===== src/tcma_pkg.sv =====
package tcma_pkg;

    localparam int SLOT_BITS   = 3;
    localparam int WINDOW      = 1 << SLOT_BITS;
    localparam int SAMPLE_BITS = 12;
    localparam int NUM_CH      = 4;
    localparam int SUM_BITS    = SAMPLE_BITS + SLOT_BITS;
    localparam int WORD_BITS   = NUM_CH * SAMPLE_BITS;

    localparam int CH_Z1 = 2;

    localparam logic [SAMPLE_BITS-1:0] THRESH_RESET = SAMPLE_BITS'(50);

    typedef logic [SAMPLE_BITS-1:0]             sample_t;
    typedef logic [SUM_BITS-1:0]                sum_t;
    typedef logic [SLOT_BITS-1:0]               slot_t;
    typedef logic [NUM_CH-1:0][SAMPLE_BITS-1:0] set_t;

    typedef struct packed {
        set_t fresh;
        set_t old;
    } upd_t;

endpackage


===== src/tcma_ram.sv =====
module tcma_ram #(
    parameter int WIDTH = 48,
    parameter int DEPTH = 8
) (
    input  logic                     clk,
    input  logic                     we,
    input  logic [$clog2(DEPTH)-1:0] waddr,
    input  logic [WIDTH-1:0]         wdata,
    input  logic                     re,
    input  logic [$clog2(DEPTH)-1:0] raddr,
    output logic [WIDTH-1:0]         rdata
);

    logic [WIDTH-1:0] mem [DEPTH];
    logic [WIDTH-1:0] rdata_reg;

    always_ff @(posedge clk)
    begin
        if (we)
        begin
            mem[waddr] <= wdata;
        end
        if (re)
        begin
            rdata_reg <= mem[raddr];
        end
    end

    assign rdata = rdata_reg;

endmodule


===== src/tcma_accum.sv =====
module tcma_accum (
    input  logic                            clk,
    input  logic                            rst_n,
    input  logic                            in_valid,
    output logic                            in_ready,
    input  tcma_pkg::upd_t                  in_upd,
    input  tcma_pkg::sample_t               threshold,
    output logic                            out_valid,
    input  logic                            out_ready,
    output logic [tcma_pkg::WORD_BITS-1:0]  out_data,
    output logic                            out_touched
);

    tcma_pkg::sum_t sum_reg  [tcma_pkg::NUM_CH];
    tcma_pkg::sum_t sum_next [tcma_pkg::NUM_CH];
    tcma_pkg::set_t mean_next;
    tcma_pkg::set_t mean_reg;
    logic           touched_next;
    logic           touched_reg;
    logic           out_valid_reg;
    logic           take;

    assign in_ready = !out_valid_reg || out_ready;
    assign take     = in_valid && in_ready;

    always_comb
    begin
        for (int i = 0; i < tcma_pkg::NUM_CH; i++)
        begin
            sum_next[i]  = tcma_pkg::sum_t'(sum_reg[i] - tcma_pkg::sum_t'(in_upd.old[i])
                                           + tcma_pkg::sum_t'(in_upd.fresh[i]));
            mean_next[i] = sum_next[i][tcma_pkg::SUM_BITS-1:tcma_pkg::SLOT_BITS];
        end
        touched_next = mean_next[tcma_pkg::CH_Z1] > threshold;
    end

    always_ff @(posedge clk or negedge rst_n)
    begin
        if (!rst_n)
        begin
            out_valid_reg <= 1'b0;
            for (int i = 0; i < tcma_pkg::NUM_CH; i++)
            begin
                sum_reg[i] <= '0;
            end
        end
        else
        begin
            if (take)
            begin
                out_valid_reg <= 1'b1;
                for (int i = 0; i < tcma_pkg::NUM_CH; i++)
                begin
                    sum_reg[i] <= sum_next[i];
                end
            end
            else if (out_ready)
            begin
                out_valid_reg <= 1'b0;
            end
        end
    end

    always_ff @(posedge clk)
    begin
        if (take)
        begin
            mean_reg    <= mean_next;
            touched_reg <= touched_next;
        end
    end

    assign out_valid   = out_valid_reg;
    assign out_data    = mean_reg;
    assign out_touched = touched_reg;

endmodule


===== src/touch_channel_moving_average_top.sv =====
// eight-sample boxcar average over four touch channels (x, y, z1, z2)
// input stream s_axis: one word holds one set of four raw 12-bit samples
// output stream m_axis: one word holds the four averages, tuser flags a touch
// cfg channel: writes the 12-bit touch threshold (reset value 50), always ready
// a touch is flagged when the z1 average is strictly above the threshold
// the sample rings live in one 48-bit x 8 synchronous ram, read at acceptance
// and written back when the word leaves the read stage; running sums are held in flops
// a word accepted on s_axis is registered in the read stage, then in the accumulator, before it shows on m_axis
// throughput: one word per cycle while m_axis_tready is high, set by the single ram read and write port pair
// a held output word does not block intake: one more word waits in the
// read stage, after which s_axis_tready drops until m_axis_tready returns
// reset clears the sums, the write slot and the per-entry valid bits, so
// unwritten ring entries read as zero and the first seven averages ramp up
// no clearing pass is needed: words are accepted right after reset
module touch_channel_moving_average_top (
    input  logic                           clk,
    input  logic                           rst_n,
    input  logic                           s_axis_tvalid,
    output logic                           s_axis_tready,
    // sample_x, sample_y, sample_z1, sample_z2
    input  logic [tcma_pkg::WORD_BITS-1:0] s_axis_tdata,
    output logic                           m_axis_tvalid,
    input  logic                           m_axis_tready,
    // mean_x, mean_y, mean_z1, mean_z2
    output logic [tcma_pkg::WORD_BITS-1:0] m_axis_tdata,
    // is_touched
    output logic                           m_axis_tuser,
    input  logic                           cfg_valid,
    output logic                           cfg_ready,
    input  logic [tcma_pkg::SAMPLE_BITS-1:0] cfg_data
);

    tcma_pkg::sample_t         thresh_reg;
    tcma_pkg::slot_t           slot_reg;
    tcma_pkg::slot_t           s1_slot_reg;
    logic                      s1_valid_reg;
    logic                      s1_old_ok_reg;
    tcma_pkg::set_t            s1_fresh_reg;
    logic [tcma_pkg::WINDOW-1:0] entry_ok_reg;
    logic [tcma_pkg::WORD_BITS-1:0] ram_rdata;
    tcma_pkg::upd_t            upd;
    logic                      s1_ready;
    logic                      accept;
    logic                      s1_take;

    assign cfg_ready     = 1'b1;
    assign s_axis_tready = !s1_valid_reg || s1_ready;
    assign accept        = s_axis_tvalid && s_axis_tready;
    assign s1_take       = s1_valid_reg && s1_ready;

    always_ff @(posedge clk or negedge rst_n)
    begin
        if (!rst_n)
        begin
            thresh_reg <= tcma_pkg::THRESH_RESET;
        end
        else if (cfg_valid)
        begin
            thresh_reg <= cfg_data;
        end
    end

    always_ff @(posedge clk or negedge rst_n)
    begin
        if (!rst_n)
        begin
            slot_reg     <= '0;
            s1_valid_reg <= 1'b0;
            entry_ok_reg <= '0;
        end
        else
        begin
            if (accept)
            begin
                slot_reg     <= tcma_pkg::slot_t'(slot_reg + 1'b1);
                s1_valid_reg <= 1'b1;
            end
            else if (s1_ready)
            begin
                s1_valid_reg <= 1'b0;
            end
            if (s1_take)
            begin
                entry_ok_reg[s1_slot_reg] <= 1'b1;
            end
        end
    end

    always_ff @(posedge clk)
    begin
        if (accept)
        begin
            s1_slot_reg   <= slot_reg;
            s1_fresh_reg  <= s_axis_tdata;
            s1_old_ok_reg <= entry_ok_reg[slot_reg];
        end
    end

    tcma_ram #(
        .WIDTH (tcma_pkg::WORD_BITS),
        .DEPTH (tcma_pkg::WINDOW)
    ) u_ring (
        .clk   (clk),
        .we    (s1_take),
        .waddr (s1_slot_reg),
        .wdata (s1_fresh_reg),
        .re    (accept),
        .raddr (slot_reg),
        .rdata (ram_rdata)
    );

    // entries never written count as zero
    assign upd.fresh = s1_fresh_reg;
    assign upd.old   = s1_old_ok_reg ? tcma_pkg::set_t'(ram_rdata) : '0;

    tcma_accum u_accum (
        .clk         (clk),
        .rst_n       (rst_n),
        .in_valid    (s1_valid_reg),
        .in_ready    (s1_ready),
        .in_upd      (upd),
        .threshold   (thresh_reg),
        .out_valid   (m_axis_tvalid),
        .out_ready   (m_axis_tready),
        .out_data    (m_axis_tdata),
        .out_touched (m_axis_tuser)
    );

`ifndef SYNTH
    a_no_same_slot: assert property (@(posedge clk) disable iff (!rst_n)
        (accept && s1_take) |-> (slot_reg != s1_slot_reg))
        else $error("ring read and write hit the same slot");

    a_stage_fill: assert property (@(posedge clk) disable iff (!rst_n)
        accept |=> s1_valid_reg)
        else $error("accepted word lost before the read stage");

    a_slot_step: assert property (@(posedge clk) disable iff (!rst_n)
        accept |=> (slot_reg == tcma_pkg::slot_t'($past(slot_reg) + 1'b1)))
        else $error("write slot did not advance by one");

    a_slot_hold: assert property (@(posedge clk) disable iff (!rst_n)
        !accept |=> $stable(slot_reg))
        else $error("write slot moved without a word");
`endif

endmodule


===== config.mk =====
export PLATFORM = sky130hd
export DESIGN_NAME = touch_channel_moving_average_top
export DESIGN_NICKNAME = d
export VERILOG_FILES = /design/src/tcma_pkg.sv /design/src/tcma_ram.sv /design/src/tcma_accum.sv /design/src/touch_channel_moving_average_top.sv
export SDC_FILE = /design/constraint.sdc
export NUM_CORES = 1
export LEC_CHECK = 0
export BUFFER_PORTS_ARGS = -buffer_cell sky130_fd_sc_hd__buf_2
export CAP_MARGIN = 25
export CORE_MARGIN = 2
export CORE_UTILIZATION = 56
export DETAILED_ROUTE_END_ITERATION = 10
export GPL_TIMING_DRIVEN = 0
export PLACE_DENSITY = 0.76
export SLEW_MARGIN = 20
export SYNTH_ARGS = -nofsm -noshare
export SYNTH_HDL_FRONTEND = slang
export SYNTH_SLANG_ARGS = --single-unit

===== constraint.sdc =====
create_clock -name clk -period 6.2 [get_ports clk]
set_clock_uncertainty 0.1 [all_clocks]
set_input_delay 1.24 -clock clk [delete_from_list [all_inputs] [get_ports clk]]
set_output_delay 1.24 -clock clk [all_outputs]
set_load 0.02 [all_outputs]

==> impl_metrics.toml <==
[sta]
fmax_mhz = 192
finalCritPeriodShare_pct = 84.1
rsz0062_at_grt = "no"
slew_headroom_pct = 32.6
hold_viol_final = 0
finalSetupViolCount = 0
tightest_slew_ns = 1.01
drv_slew = 0
post-route-min-period_ns = 5.22
fin_setup_tns_ns = 0

[global_route]
grt_remaining_overflow = 0
antenna_found_initial = 0
grt_use_total_pct = 23.5
grt_first_pass_wirelength_um = 88200
grt_max_degree = 57
grt_pass1_vias = 15400

[clock_tree]
root_buffer = "clkbuf_16"
clkSinkCount = 618
insertion_delay_ns = 0.63
cts_buffer_depth = 3
cts-resized-gates = 0
cts.reportedPaths.clkPinSlew_ns = 0.06
cts_tree = "done"
cts_buffers = 61
htree_levels = 2
ctsHoldBuffers = 0
post_cts_buffers = 0

[cells_and_area]
finish.instance_area_um2 = 31100
largest_reg_flops = 384
areaGrowthSynthToFinish_pct = 14.9
finalNetCount = 2088
multi_input_area_um2 = 7940
diodes = 0
register_area_um2 = 18100
drive_above_1_share_pct = 24.0
fillers = 3231

[floorplanning]
rows = 80
start_util_pct = 56.7
die_h_um = 224
core_area_um2 = 47700
die_w_um = 224
io-pin-count = 117
die_area_um2 = 50100

[synth]
syn_avg_cell_area_um2 = 16.1
yosysMostFrequentCell = "edfxtp_1"
synth_cells = 1678
yosysUniqueCellTypes = 69
yosys.area.top_type_share_pct = 59.1
ys_seq_area_share_pct = 67.0
synth_area_leader_cell = "edfxtp_1"
synth_edf_count = 533
synthTopCellsByCount = "edfxtp_1, inv_1, mux4_2, dfrtp_1, nand2_1"
syn_area_um2 = 27100
yosysWarnings = 0
synth.area.top_cells = "edfxtp_1, mux4_2, dfrtp_1, fa_1, ha_1"
synthArstFlopShare_pct = 13.8
ys_seq_elements = 618
synthesis.nets = 1864
synthFlopType = "edfxtp_1"

[detailed_routing]
drc = 0
vias_per_cell = 5.76
vias = 14800
routed_wl_um = 57900
post_drt_wl_per_cell_um = 22.5
first_pass_iters = 5
final_antenna_net_count = 0
drt_iter0_drc = 1249

[critical_path]
arrival_ns = 5.48
crit_chain = "clkbuf_1 > clkbuf_1 > and2_1 > fa_1 > inv_1 > ha_1 > a211oi_2 > o21bai_1 > a21oi_1 > o21bai_1 > a21oi_1 > xnor2_1 > ha_1 > a21o_1 > a21o_1 > a21oi_1 > nor2_1 > a2111oi_0 > nor2_1"
cpMostUsedCell = "a21oi_1"
critPathKind = "reg2reg"
max_stage_delay_ns = 0.52
cp-start-kind = "flip-flop"
critPathRequiredTime_ns = 6.46
worst_r2r_startpoint = "s1_old_ok_reg"
cp_max_fo = 10
endpoint_kind = "flip-flop"
crit_start = "s1_old_ok_reg"
slowest_stage = "clkbuf_1"

[power_and_ir_drop]
p_total_mw = 18.5
peakVddDrop_v = 0.000314
p_leak_nw = 11.7
powerDensity_nw_per_um2 = 595

[outcome]
status = "complete, no violations"

[hold_path]
hold_start = "entry_ok_reg[2]"
hold_path_class = "reg2reg"

[place]
port_buffers = 115
placed_area_um2 = 29100
gp_congestion = 0.866
dp_hpwl_um = 39300

[flow_run]
cap_violations = 0
==> per-layer routing <==
metal | GRT usage [%] | vias to the layer above | part of all wire, %
li1 | - | 6601 | -
met2 | 40.6 | 528 | 51
met4 | 8.26 | 0 | 3.2
met5 | 0 | - | 0
met1 | 30.6 | 7550 | 40
met3 | 3.69 | 120 | 5.8
==> layout make-up <==
class                   instances  share of cell area [%]
plain buffers                  54                   0.744
inverters                     220                    2.67
repair buffers                161                    3.80
well taps                     615                    2.47
clock buffers                  81                    5.32
flip-flops and latches        618                    58.3
multi-input cells             786                    25.5
clock inverters                35                    1.21
==> final timing paths <==
check | slack [ns] | to | cells past startpoint
min reg2reg | 0.37 | entry_ok_reg[2] | 1
max | 0.98 | u_accum.out_touched | 19
min | 0.37 | entry_ok_reg[2] | 1
min in group asynchronous | 0.41 | u_accum.sum_reg[41] | 1
max in group asynchronous | 4.96 | u_accum.sum_reg[7] | 2
max reg2reg | 0.98 | u_accum.out_touched | 19
==> cells in the final DEF, fill, tap and decap left out, types with 50 or more instances in the layout <==
cell type    n
inv_1      218
and2_1      50
edfxtp_1   533
nand2_1     75
buf_2      125
clkbuf_1    51
mux4_2      98
o21ai_0     65
mux2_2      67
ha_1        73
dfrtp_1     82
clkbuf_16   63
==> report_power, final <==
part,internal [mW],switching [mW]
registers,5.66,0.279
logic,3.70,5.16
clock network,2.20,1.53
total,11.6,6.97
==> worst max-delay path, delay by kind of cell, from the launching register on <==
kind / cells / cell delay (ns)
AND/OR/NAND/NOR: 3 / 0.36
XOR/XNOR: 1 / 0.24
AO/OA/AOI/OAI: 9 / 1.77
buffers and inverters: 3 / 1.03
flip-flops: 1 / 0.41
adder cells (fa/ha/maj): 3 / 1.03
==> kinds of logic (layout without fill, tap and decap cells) <==
| logic type | count (synthesis) | count (layout) | synth area share (%) |
|---|---|---|---|
| AOI/OAI and AO/OA | 199 | 199 | 4.76 |
| xor gates and xnor gates | 52 | 52 | 1.73 |
| adders and majority gates | 121 | 121 | 6.92 |
| buffers and inverters | 274 | 551 | 3.89 |
| DFF | 618 | 618 | 67.0 |
| muxes | 168 | 168 | 11.1 |
| other | 1 | 1 | 0.0139 |
| and+or+nand+nor | 245 | 245 | 4.64 |
==> through the flow <==
stage / hold WS [ns] / util (%) / setup WS, ns / instances
2_1_floorplan: 0.323 / - / 0.515 / 1678
3_3_place_gp: 0.325 / 59.5 / -3.60 / 2408
3_5_place_dp: 0.337 / 60.9 / 0.939 / 2454
4_1_cts: 0.370 / 65.2 / 0.930 / 2570
5_1_grt: 0.396 / 65.2 / 0.550 / 2570
6_report: 0.368 / 65.2 / 0.984 / 2570
Power figures use the tool's default switching activity.
